### config.mk
export PLATFORM = sky130hd
export DESIGN_NAME = serial_frame_parser_level_decode
export DESIGN_NICKNAME = d
export VERILOG_FILES = /design/src/rtl/core/sfpld_pkg.sv /design/src/rtl/core/serial_frame_parser_level_decode.sv
export SDC_FILE = /design/constraint.sdc
export NUM_CORES = 1
export LEC_CHECK = 0
export ABC_CLOCK_PERIOD_IN_PS = 3900
export BUFFER_PORTS_ARGS = -buffer_cell sky130_fd_sc_hd__buf_2
export CORE_ASPECT_RATIO = 1.1
export CORE_MARGIN = 1
export CORE_UTILIZATION = 40
export DETAILED_ROUTE_END_ITERATION = 12
export SLEW_MARGIN = 20
export SYNTH_ARGS = -nofsm -noshare
export SYNTH_HDL_FRONTEND = slang
export SYNTH_SLANG_ARGS = --single-unit
### constraint.sdc
create_clock -name clk -period 3.9 [get_ports clk]
set_input_delay 0.585 -clock clk [delete_from_list [all_inputs] [get_ports clk]]
set_output_delay 0.585 -clock clk [all_outputs]
set_load 0.01 [all_outputs]
### src/rtl/core/sfpld_pkg.sv
// Package for the serial frame parser: register codes, phase codes and reset values.
`default_nettype none
package sfpld_pkg;

  localparam int unsigned ByteW  = 8;
  localparam int unsigned NibW   = 4;
  localparam int unsigned CfgIdxW = 2;

  localparam logic [CfgIdxW-1:0] REG_HEADER_BYTE   = 2'd0;
  localparam logic [CfgIdxW-1:0] REG_LEVEL_COMMAND = 2'd1;
  localparam logic [CfgIdxW-1:0] REG_LEVEL_OFFSET  = 2'd2;
  localparam logic [CfgIdxW-1:0] REG_LEVEL_FULL    = 2'd3;

  localparam logic [1:0] PHASE_HUNT    = 2'd0;
  localparam logic [1:0] PHASE_CMD     = 2'd1;
  localparam logic [1:0] PHASE_PAYLOAD = 2'd2;
  localparam logic [1:0] PHASE_CHECK   = 2'd3;

  localparam logic [ByteW-1:0] HEADER_RESET        = 8'hCC;
  localparam logic [NibW-1:0]  LEVEL_COMMAND_RESET = 4'd1;
  localparam logic [NibW-1:0]  LEVEL_OFFSET_RESET  = 4'd1;
  localparam logic [ByteW-1:0] LEVEL_FULL_RESET    = 8'd30;
  localparam logic [ByteW-1:0] CHECK_SEED          = 8'd1;

endpackage
`default_nettype wire

### src/rtl/core/serial_frame_parser_level_decode.sv
// Serial frame parser: header hunt, command/length, payload sum, checksum and level decode.
`default_nettype none
// One received byte is taken per cycle and updates the parser state in that same
// cycle; the checksum byte of a frame loads one result beat into the output
// register, which appears on the next cycle. Only checksum bytes wait on a full,
// stalled output register; every other byte is taken each cycle, so the rate is
// one byte per clock unless the output stalls. Configuration registers are written
// through cfg_write/cfg_index/cfg_data and should change only while no frame is open.
module serial_frame_parser_level_decode (
  input  wire logic                        clk,
  input  wire logic                        rst,
  input  wire logic                        cfg_write,
  input  wire logic [sfpld_pkg::CfgIdxW-1:0] cfg_index,
  input  wire logic [sfpld_pkg::ByteW-1:0] cfg_data,
  input  wire logic                        in_valid,
  output logic                             in_stall,
  input  wire logic [sfpld_pkg::ByteW-1:0] rx_byte,
  output logic                             out_valid,
  input  wire logic                        out_stall,
  output logic [sfpld_pkg::NibW-1:0]       frame_command,
  output logic [sfpld_pkg::NibW-1:0]       payload_length,
  output logic                             checksum_ok,
  output logic                             level_valid,
  output logic [sfpld_pkg::ByteW-1:0]      level_value
);

  logic [sfpld_pkg::ByteW-1:0] header_byte;
  logic [sfpld_pkg::NibW-1:0]  level_command;
  logic [sfpld_pkg::NibW-1:0]  level_offset;
  logic [sfpld_pkg::ByteW-1:0] level_full;

  logic [1:0]                  parse_phase;
  logic [1:0]                  parse_phase_next;
  logic [sfpld_pkg::NibW-1:0]  command_held;
  logic [sfpld_pkg::NibW-1:0]  length_held;
  logic [sfpld_pkg::NibW-1:0]  payload_count;
  logic [sfpld_pkg::NibW-1:0]  payload_count_inc;
  logic [sfpld_pkg::ByteW-1:0] running_sum;
  logic [sfpld_pkg::ByteW-1:0] level_raw;
  logic [sfpld_pkg::ByteW-1:0] level_last;

  logic                        in_accept;
  logic                        check_ok;
  logic                        check_valid;
  logic [sfpld_pkg::ByteW-1:0] level_clamped;
  logic [sfpld_pkg::ByteW-1:0] level_decoded;

  always_ff @(posedge clk) begin
    if (rst) begin
      header_byte   <= sfpld_pkg::HEADER_RESET;
      level_command <= sfpld_pkg::LEVEL_COMMAND_RESET;
      level_offset  <= sfpld_pkg::LEVEL_OFFSET_RESET;
      level_full    <= sfpld_pkg::LEVEL_FULL_RESET;
    end else if (cfg_write) begin
      unique case (cfg_index)
        sfpld_pkg::REG_HEADER_BYTE:   header_byte   <= cfg_data;
        sfpld_pkg::REG_LEVEL_COMMAND: level_command <= cfg_data[sfpld_pkg::NibW-1:0];
        sfpld_pkg::REG_LEVEL_OFFSET:  level_offset  <= cfg_data[sfpld_pkg::NibW-1:0];
        sfpld_pkg::REG_LEVEL_FULL:    level_full    <= cfg_data;
        default: ;
      endcase
    end
  end

  // stall only a checksum beat that has nowhere to go
  assign in_stall  = out_valid && out_stall && (parse_phase == sfpld_pkg::PHASE_CHECK);
  assign in_accept = in_valid && !in_stall;

  assign payload_count_inc = payload_count + 4'd1;
  assign check_ok      = ((sfpld_pkg::CHECK_SEED - running_sum) == rx_byte);
  assign check_valid   = check_ok && (command_held == level_command)
                         && (level_offset < length_held);
  assign level_clamped = (level_raw > level_full) ? level_full : level_raw;
  assign level_decoded = check_valid ? (level_full - level_clamped) : level_last;

  always_comb begin
    parse_phase_next = parse_phase;
    unique case (parse_phase)
      sfpld_pkg::PHASE_HUNT: begin
        if (rx_byte == header_byte) begin
          parse_phase_next = sfpld_pkg::PHASE_CMD;
        end
      end
      sfpld_pkg::PHASE_CMD: begin
        parse_phase_next = (rx_byte[sfpld_pkg::NibW-1:0] == '0) ?
                           sfpld_pkg::PHASE_CHECK : sfpld_pkg::PHASE_PAYLOAD;
      end
      sfpld_pkg::PHASE_PAYLOAD: begin
        if (payload_count_inc == length_held) begin
          parse_phase_next = sfpld_pkg::PHASE_CHECK;
        end
      end
      sfpld_pkg::PHASE_CHECK: begin
        parse_phase_next = sfpld_pkg::PHASE_HUNT;
      end
      default: parse_phase_next = sfpld_pkg::PHASE_HUNT;
    endcase
  end

  always_ff @(posedge clk) begin
    if (rst) begin
      parse_phase   <= sfpld_pkg::PHASE_HUNT;
      command_held  <= '0;
      length_held   <= '0;
      payload_count <= '0;
      running_sum   <= '0;
      level_raw     <= '0;
      level_last    <= '0;
    end else if (in_accept) begin
      parse_phase <= parse_phase_next;
      unique case (parse_phase)
        sfpld_pkg::PHASE_HUNT: begin
          if (rx_byte == header_byte) begin
            running_sum   <= rx_byte;
            level_raw     <= '0;
            payload_count <= '0;
          end
        end
        sfpld_pkg::PHASE_CMD: begin
          command_held  <= rx_byte[sfpld_pkg::ByteW-1:sfpld_pkg::NibW];
          length_held   <= rx_byte[sfpld_pkg::NibW-1:0];
          running_sum   <= running_sum + rx_byte;
          payload_count <= '0;
        end
        sfpld_pkg::PHASE_PAYLOAD: begin
          if (payload_count == level_offset) begin
            level_raw <= rx_byte;
          end
          running_sum   <= running_sum + rx_byte;
          payload_count <= payload_count_inc;
        end
        sfpld_pkg::PHASE_CHECK: begin
          level_last <= level_decoded;
        end
        default: ;
      endcase
    end
  end

  always_ff @(posedge clk) begin
    if (rst) begin
      out_valid <= 1'b0;
    end else if (in_accept && (parse_phase == sfpld_pkg::PHASE_CHECK)) begin
      out_valid <= 1'b1;
    end else if (!out_stall) begin
      out_valid <= 1'b0;
    end
  end

  always_ff @(posedge clk) begin
    if (in_accept && (parse_phase == sfpld_pkg::PHASE_CHECK)) begin
      frame_command  <= command_held;
      payload_length <= length_held;
      checksum_ok    <= check_ok;
      level_valid    <= check_valid;
      level_value    <= level_decoded;
    end
  end

  a_no_overwrite: assert property (@(posedge clk) disable iff (rst)
    !(in_accept && (parse_phase == sfpld_pkg::PHASE_CHECK) && out_valid && out_stall))
    else $error("result beat overwritten while stalled");

  a_check_gives_beat: assert property (@(posedge clk) disable iff (rst)
    in_accept && (parse_phase == sfpld_pkg::PHASE_CHECK) |=> out_valid)
    else $error("checksum byte gave no result beat");

  a_level_needs_ok: assert property (@(posedge clk) disable iff (rst)
    out_valid && level_valid |-> checksum_ok)
    else $error("level flagged valid on failed checksum");

  a_count_in_range: assert property (@(posedge clk) disable iff (rst)
    (parse_phase == sfpld_pkg::PHASE_PAYLOAD) |-> (payload_count < length_held))
    else $error("payload count ran past frame length");

  a_zero_length: assert property (@(posedge clk) disable iff (rst)
    in_accept && (parse_phase == sfpld_pkg::PHASE_CMD)
    && (rx_byte[sfpld_pkg::NibW-1:0] == '0) |=> (parse_phase == sfpld_pkg::PHASE_CHECK))
    else $error("zero-length frame did not go to checksum");

endmodule
`default_nettype wire

# == Word-level counts from Yosys, hierarchy flattened ==
# Index checks and enable logic that the tools add are counted.
# word_totals
elab_cells,77
register_bits,81
# op_classes
order_cmp,2
muxes,15
n_reduce_logical,24
eq_ne,15
addsub,4
# op_table
cell,n
8-bit 2-to-1 mux,5
8-bit one-hot mux with 2 select lines,2
8-bit == test,2
4-bit == test,3
4-bit one-hot mux with 3 select lines,1
2-bit AND reduction,6
3-bit AND reduction,3
8-bit adder,1
"2-bit == test, second input constant",4
8-bit greater-than comparator,1
2-bit one-hot mux with 4 select lines,1
"1-bit by 8-bit subtractor with 8-bit output, first input constant",1
8-bit subtractor,1
1-bit logical AND,6
"2-bit != test, second input constant",3
"4-bit by 1-bit adder with 4-bit output, second input constant",1
"2-bit by 1-bit == test with 1-bit output, second input constant",2
2-bit logical NOT,2
4-bit logical NOT,1
4-bit less-than comparator,1
2-bit 2-to-1 mux,2
4-bit 2-to-1 mux,1
4-bit AND reduction,1
2-bit nonzero test,2
5 further kinds,7

# == Depth between registers and ports, before layout ==
# Gate-level depths: netlist (run 1).
# logic_depth
ltp_word,6
ltp_mapped,17

# == Worst setup path before layout (run 1) ==
# Ideal clock, no wire load.
# synth_timing
kind,register -> register
start,reg level_full[1] (netlist bit)
end,reg level_value[7] (netlist bit) (data pin)
path_slack_ns,0.474
synth_period_minus_slack_ns,3.426
arrival_time_ns,3.166
required_time_ns,3.640
setup_ns,0.260
path_stages_with_launch,15
cell_sequence,dfxtp_1 -> inv_1 -> ha_1 -> nand4_1 -> o31a_1 -> a31oi_1 -> clkbuf_1 -> a21oi_1 -> ha_1 -> nor2b_1 -> o31a_1 -> o31ai_1 -> a21oi_1 -> xnor2_1 -> mux2_4
# synth_between
elab_chain_len,4
# synth_rtl
item,line_no,text
"start, declared",serial_frame_parser_level_decode.sv:30,logic [sfpld_pkg::ByteW-1:0] level_full;
"start signal, assigned",serial_frame_parser_level_decode.sv:53,level_full <= sfpld_pkg::LEVEL_FULL_RESET;
"start signal, assigned",serial_frame_parser_level_decode.sv:59,sfpld_pkg::REG_LEVEL_FULL: level_full <= cfg_data;
8-bit greater-than comparator,serial_frame_parser_level_decode.sv:73,assign level_clamped = (level_raw > level_full) ? level_full : level_raw;
8-bit 2-to-1 mux,serial_frame_parser_level_decode.sv:73,
8-bit subtractor (*),serial_frame_parser_level_decode.sv:74,assign level_decoded = check_valid ? (level_full - level_clamped) : level_last;
8-bit 2-to-1 mux (*),serial_frame_parser_level_decode.sv:74,
named net level_decoded (one bit),serial_frame_parser_level_decode.sv:46,logic [sfpld_pkg::ByteW-1:0] level_decoded;
"end signal, assigned",serial_frame_parser_level_decode.sv:156,level_value <= level_decoded;
"end, declared",serial_frame_parser_level_decode.sv:24,output logic [sfpld_pkg::ByteW-1:0] level_value
# The timed path passes the listed nets; every way through them passes the cells marked *.
# A chain may end at the register's enable or synchronous reset.

# == Worst setup path after layout (run 1) ==
# Ends and elaborated chain as after synthesis.

==> impl_results.md, run 1 <==
* Post-layout util at 0.4650
* Syn nets at about 570
* Slew of the pin with the lowest slew margin at 0.7764 ns
* Class of the most critical setup path: flop to flop
* Post-synthesis cell count at 510
* Leakage power at 2.138 nW
* DR vias at ~3,800
* Die width at approximately 110 microns
* Skew final at around 0.0063 ns
* Clock root cell: clkbuf_16
* Startpoint type of the worst setup path: flop
* Sequential share of the synthesized area at 0.3826
* Post-route ant nets at 0
* Initial core utilization at 0.4098
* Max-cap violations at 0
* Vias per cell at between 5 and 6
* Die Height at 115.8 microns
* Yosys cell types at 69
* CTS Sinks at 81
* Synth warn at 0
* Placer congestion estimate at ~0.83
* Vias in the first global route at 3,624
* Final setup violation count at 0
* RSZ-0062 raised after global routing: no
* Crit end category: flop
* CP max stage cell: dfxtp_1
* Top delay family on crit path: compound AO/OA/AOI/OAI gates
* Clk_lat worst skew at approximately 0.33 ns
* Minimum clock period after layout at approximately 3.5 ns
* Pins Over Slew Limit at 0
* CTS tree: done
* Worst Path Required at 3.99 ns
* CTS Buf Count at 9
* Pwr per Cell Area at approximately 350 mW/mm^2
* Top area cells in the synthesized netlist: dfxtp_1 (27%), edfxtp_1 (11%), ha_1 (8.2%)
* Drt first pass iters at 4
* Final Hold Fails at 0
* # diodes at 0
* CP Cell Sequence: inv_1 > ha_1 > nand4_1 > o31a_1 > a31oi_1 > buf_4 > nor2_1 > a21oi_1 > ha_1 > nor2b_1 > o31a_1 > o31ai_1 > a21oi_1 > xnor2_1 > mux2_4
* IO Pins at 43
* Synth top area share at 0.2678
* Placeable Area at ~0.011 sq mm
* Layout cells sized above 1 at 0.1434
* GRT overflow at 0
* Final Net Count at around 600
* Die Area at between 0.01 and 0.015 sq mm
* # rows at 41
* Asr flop ratio synth at 0
* IO buf count at 42
* Post-synthesis sequential element count at between 80 and 90
* Overall routed net length at between 10,000 and 15,000 microns
* Hold_ws at 0.4707 ns
* Mean Syn Cell Area at around 9 sq um
* Post-route DRC at 0
* Fillers at roughly 1,100
* CP bufs+invs at 2
* Commonest non-fill, non-tap cells in the layout: dfxtp_1 (63), a21oi_1 (46), buf_2 (42)
* Mapped Area at around 0.0047 sq mm
* Final WS setup at 0.4492 ns
* # H-tree levels at 3
* Worst-path fanout max at 15
* Clock-pin slew on the worst setup and hold paths at 0.06 ns
* Worst EP arrival at 3.54 ns
* PostCTS Resize Cnt at 0
* Ys flop type: dfxtp_1
* Hold/Removal Path Class: flop to flop
* Relative slew slack at 0.4818
* Global Route Usage Sum at 0.1895
* Setup TNS at 0 ns
* Initial DRC Count at ~230
* Place WS at roughly 0.46 ns
* Initial antenna violation count at 0
* VDD IR max at between 200 and 250 uV
* Commonest non-fill, non-tap cell in the layout: dfxtp_1
* # hold bufs at CTS at 0
* EDFF count, synth at 18
* Routed length per placed instance at 15.48 microns
* DP HPWL at roughly 8000 microns
* Worst path max stage delay at 0.33 ns
* Fin crit share at 0.8848
* Area delta synth->final at 13.47%
* Area leader, netlist: dfxtp_1
* Status: complete, no violations
* Layout Cells excl Fill at 701
* Clock buffer depth at 2
* Placed Cells incl. Taps at 685
* Fmax at about 0.29 GHz
* Pin count of the biggest net entering global routing at 50
* Global-route wire length before repair at 18,110 microns
* Setup Buffers After CTS at 0
==> area by class of cell <==
| cell class | instances | area (sq um) | area share |
|---|---|---|---|
| clock inverter | 4 | 42.54 | 0.007961 |
| sequential | 81 | 1802 | 0.3372 |
| multi-input combinational | 374 | 2689 | 0.5032 |
| tap | 150 | 187.7 | 0.03512 |
| clock buffer | 12 | 246.5 | 0.04612 |
| inverter | 33 | 128.9 | 0.02412 |
| timing repair buffer | 47 | 247.7 | 0.04636 |
==> synth_stat cells, drive strengths merged, types with 2 or more instances <==
cell type	number
dfxtp	63
a21oi	46
nor2	40
nand2	38
ha	31
inv	31
mux2i	24
nand3	21
xor2	20
o21ai	19
edfxtp	18
clkbuf	17
xnor2	12
o211ai	10
nor3	9
a211oi	7
mux2	7
o21a	7
o31ai	7
nand2b	6
nand4	6
nor2b	6
nor4	6
buf	5
a21boi	4
a31oi	4
nand3b	4
nor3b	3
o31a	3
a211o	2
and2	2
clkinv	2
fa	2
o41ai	2
or3	2
or4	2
==> flip-flops by register name (all words and copies together) (netlist names) <==
signal,cells
header_byte,8
level_full,8
level_last,8
level_raw,8
level_value,8
running_sum,8
command_held,4
frame_command,4
length_held,4
level_command,4
level_offset,4
payload_count,4
payload_length,4
parse_phase,2
checksum_ok,1
level_valid,1
out_valid,1
==> worst paths after layout <==
kind	startpoint	to	slack (ns)	depth (start not counted)
worst min register to register	level_last[3]$_SDFFE_PP0P_	level_last[3]$_SDFFE_PP0P_	0.47	2
worst min-delay path	level_last[3]$_SDFFE_PP0P_	level_last[3]$_SDFFE_PP0P_	0.47	2
worst max register to register	level_full[1]$_SDFFE_PP1P_	level_value[7]$_DFFE_PP_	0.45	15
worst max-delay path	level_full[1]$_SDFFE_PP1P_	level_value[7]$_DFFE_PP_	0.45	15
==> layer usage <==
metal,GRT usage,up-vias,part of all wire
li1,-,1913,-
met1,0.2347,1777,0.47
met2,0.3289,67,0.48
met3,0.03993,14,0.029
met4,0.06385,0,0.021
met5,0,-,0
==> worst register-to-register path: cells and delay by family (launching register included) <==
kind | cells | cell delay (ns)
AO/OA/AOI/OAI | 6 | 1.20
XOR/XNOR | 1 | 0.16
adder cells (fa/ha/maj) | 2 | 0.55
buffers and inverters | 2 | 0.31
flip-flops | 1 | 0.33
multiplexers | 1 | 0.28
AND/OR/NAND/NOR | 3 | 0.37
==> per-stage QoR <==
step                      cell area [sq um]  power, mW
after floorplan                        4710     0.9846
after global placement                 5055      1.028
after detailed placement               5055      1.032
after CTS                              5344      1.866
after global routing                   5344      1.917
final                                  5344      1.849
==> report_power, final <==
group          internal, mW  leakage (nW)  switching (mW)  total [mW]
Sequential            0.863         0.677         0.00804       0.871
Clock                 0.509         0.142           0.327       0.836
Combinational        0.0540          1.32          0.0883       0.142
==> cell families after synthesis <==
family / synth area share
compound gates: 0.1785
xor+xnor: 0.06429
fa+ha+maj: 0.09086
buf+inv: 0.04649
flops: 0.3826
mux: 0.07253
simple gates: 0.1647
Note: power is estimated with default switching activity, not from simulation.
==> run 2: changes to the inputs <==
--- a/config.mk
+++ b/config.mk
@@ -11,6 +11,7 @@
 export CORE_MARGIN = 1
 export CORE_UTILIZATION = 40
 export DETAILED_ROUTE_END_ITERATION = 12
+export PLACE_DENSITY_LB_ADDON = 0.1
 export SLEW_MARGIN = 20
 export SYNTH_ARGS = -nofsm -noshare
 export SYNTH_HDL_FRONTEND = slang
==> run 2 against run 1 <==
Effect of this change: die area stayed put; worst setup slack hardly changed; maximum frequency hardly changed; core utilization is 0.13 points higher; count of clock-buffer cells in the layout is 2 lower; critical path type unchanged; largest power group unchanged; highest routed layer unchanged.
==> impl_results.md, run 2 (same netlist as run 1, synthesis figures left out) <==
* Worst Path Required at 4.01 ns (+0.02 ns)
* Design area at 0.005359 sq mm (+0.28%)
* Die Area at 0.01221 sq mm (unchanged)
* Overall routed net length at 11,330 microns (+4.4%)
* Power Total at 1.883 mW (+1.8%)
* DR vias at 3,794 (+0.61%)
* Crit end category: flop
* Setup Buffers After CTS at 0 (unchanged)
* Initial DRC Count at 194 (-16%)
* Clock root cell: clkbuf_16
* Area of the multi-input gates at 0.002689 sq mm (unchanged)
* Comb pwr share at 0.077 (about the same)
* # hold bufs at CTS at 0 (unchanged)
* Post-route DRC at 0 (unchanged)
* Fillers at 1,133 (+1.1%)
* DP Area at 0.005062 sq mm (+0.15%)
* Final setup violation count at 0 (unchanged)
* Max-cap violations at 0 (unchanged)
* # rows at 41 (unchanged)
* PostCTS Resize Cnt at 0 (unchanged)
* Register Area at 0.001802 sq mm (unchanged)
* Net Switching at 0.4680 mW (+11%)
* Initial antenna violation count at 0 (unchanged)
* Sequential share of power at 0.462 (-0.009)
* Clock-pin slew on the worst setup and hold paths at 0.06 ns (about the same)
* Hold/Removal Path Class: flop to flop
* Post-route ant nets at 0 (unchanged)
* GRT overflow at 0 (unchanged)
* Initial core utilization at 0.4098 (unchanged)
* CTS Sinks at 81 (unchanged)
* Clk_lat worst skew at 0.35 ns (+0.02 ns)
* IO buf count at 42 (unchanged)
* Status: complete, no violations
* Startpoint type of the worst setup path: flop
* Final Net Count at 603 (+0.17%)
* Layout cells sized above 1 at 0.1504 (+0.006987)
* Int Pwr at 1.415 mW (-0.74%)
* Commonest non-fill, non-tap cell in the layout: dfxtp_1
* Pin count of the biggest net entering global routing at 51 (+2.0%)
* Relative slew slack at 0.4760 (-0.005848)
* Clock buffer depth at 2 (unchanged)
* CP max stage cell: dfxtp_1
* Drt first pass iters at 4 (unchanged)
* Hold_ws at 0.4729 ns (+0.002188 ns)
* Routed length per placed instance at 16.14 microns (+4.3%)
* Global-route wire length before repair at 18,640 microns (+2.9%)
* CTS tree: done
* Final Hold Fails at 0 (unchanged)
* Pwr per Cell Area at 351.4 mW/mm^2 (+1.6%)
* CTS Buf Count at 9 (unchanged)
* Fmax at 0.2897 GHz (about the same)
* Fin crit share at 0.8849 (about the same)
* Leakage power at 2.140 nW (about the same)
* Area delta synth->final at 13.79%
* Switching Fraction at 0.2485 (+0.01955)
* # H-tree levels at 3 (unchanged)
* Placed Cells incl. Taps at 686 (+0.15%)
* Placer congestion estimate at 0.8121 (-2.2%)
* IO Pins at 43 (unchanged)
* Global Route Usage Sum at 0.1998 (+0.01026)
* Slew of the pin with the lowest slew margin at 0.7852 ns (+0.008762 ns)
* Vias per cell at 5.405 (+0.47%)
* Vias in the first global route at 3,647 (+0.63%)
* Pins Over Slew Limit at 0 (unchanged)
* Minimum clock period after layout at 3.451 ns (+0.0004560 ns)
* Setup TNS at 0 ns (unchanged)
* RSZ-0062 raised after global routing: no
* Class of the most critical setup path: flop to flop
* Clock share of power at 0.460 (+0.008)
* Layout Cells excl Fill at 702 (+0.14%)
* Die Height at 115.8 microns (unchanged)
* CP Cell Sequence: inv_1 > ha_1 > nand4_1 > o31a_1 > a31oi_1 > buf_4 > nor2_1 > a21oi_1 > ha_1 > nor2b_1 > o31a_1 > o31ai_1 > a21oi_1 > xnor2_1 > mux2_4
* Worst path max stage delay at 0.34 ns (about the same)
* # diodes at 0 (unchanged)
* VDD IR max at 206.7 uV (-3.6%)
* Worst-path fanout max at 9 (-6)
* Commonest non-fill, non-tap cells in the layout: dfxtp_1 (63), a21oi_1 (46), buf_2 (42)
* Placeable Area at 0.01149 sq mm (unchanged)
* Worst EP arrival at 3.56 ns (+0.02 ns)
* Skew final at 0.004876 ns (-0.001380 ns)
* Die width at 105.5 microns (unchanged)
* DP HPWL at 8168 microns (+1.7%)
-- run 2: changes by cell type in the layout (fill, tap and decap cells not counted), sizes merged --
| cell | previous run | this run |
|---|---|---|
| clkinv | 5 | 4 |
| clkbuf | 12 | 10 |
| buf | 47 | 48 |
| clkinvlp | 0 | 2 |
| inv | 31 | 32 |
-- run 2: final cells by class --
| type | count | area share |
|---|---|---|
| multi-input cells | 374 | 0.5018 |
| flip-flops and latches | 81 | 0.3362 |
| repair buffers | 48 | 0.04763 |
| clock buffers | 10 | 0.04273 |
| well taps | 150 | 0.03502 |
| inverters | 33 | 0.02405 |
| clock inverters | 6 | 0.01261 |
-- run 2: worst paths after layout --
check | slack, ns | cells past startpoint | start | endpoint
worst min-delay path | 0.47 | 0 | command_held[0]$_SDFFE_PP0P_ | frame_command[0]$_DFFE_PP_
worst min register to register | 0.47 | 0 | command_held[0]$_SDFFE_PP0P_ | frame_command[0]$_DFFE_PP_
worst max-delay path | 0.45 | 15 | level_full[1]$_SDFFE_PP1P_ | level_value[7]$_DFFE_PP_
worst max register to register | 0.45 | 15 | level_full[1]$_SDFFE_PP1P_ | level_value[7]$_DFFE_PP_
-- run 2: worst max-delay path, delay by kind of cell (launching register included) --
kind | cells | cell delay [ns]
adder cells (fa/ha/maj) | 2 | 0.55
flip-flops | 1 | 0.34
AO/OA/AOI/OAI | 6 | 1.25
AND/OR/NAND/NOR | 3 | 0.34
buffers and inverters | 2 | 0.30
multiplexers | 1 | 0.27
XOR/XNOR | 1 | 0.16
-- run 2: metrics by stage --
| step | worst slack (ns) | utilization |
|---|---|---|
| global placement | 0.5466 | 0.4405 |
| detailed placement | 0.4524 | 0.4405 |
| CTS | 0.4441 | 0.4664 |
| global route | 0.1773 | 0.4664 |
| finish | 0.4487 | 0.4664 |
| floorplan | 0.4736 | - |
-- run 2: per-layer routing --
| metal | track usage | up-vias | part of all wire |
|---|---|---|---|
| met3 | 0.03993 | 26 | 0.032 |
| li1 | - | 1917 | - |
| met2 | 0.3307 | 66 | 0.46 |
| met5 | 0 | - | 0 |
| met1 | 0.2482 | 1785 | 0.47 |
| met4 | 0.1033 | 0 | 0.033 |
-- run 2: power by group through the flow --
| stage | Clock [mW] | Sequential, mW | Combinational [mW] |
|---|---|---|---|
| after detailed placement | 0 | 0.890 | 0.145 |
| after global routing | 0.915 | 0.872 | 0.162 |
| after CTS | 0.889 | 0.871 | 0.145 |
| after global placement | 0 | 0.889 | 0.143 |
| after floorplan | 0 | 0.887 | 0.0975 |
| final | 0.867 | 0.871 | 0.145 |
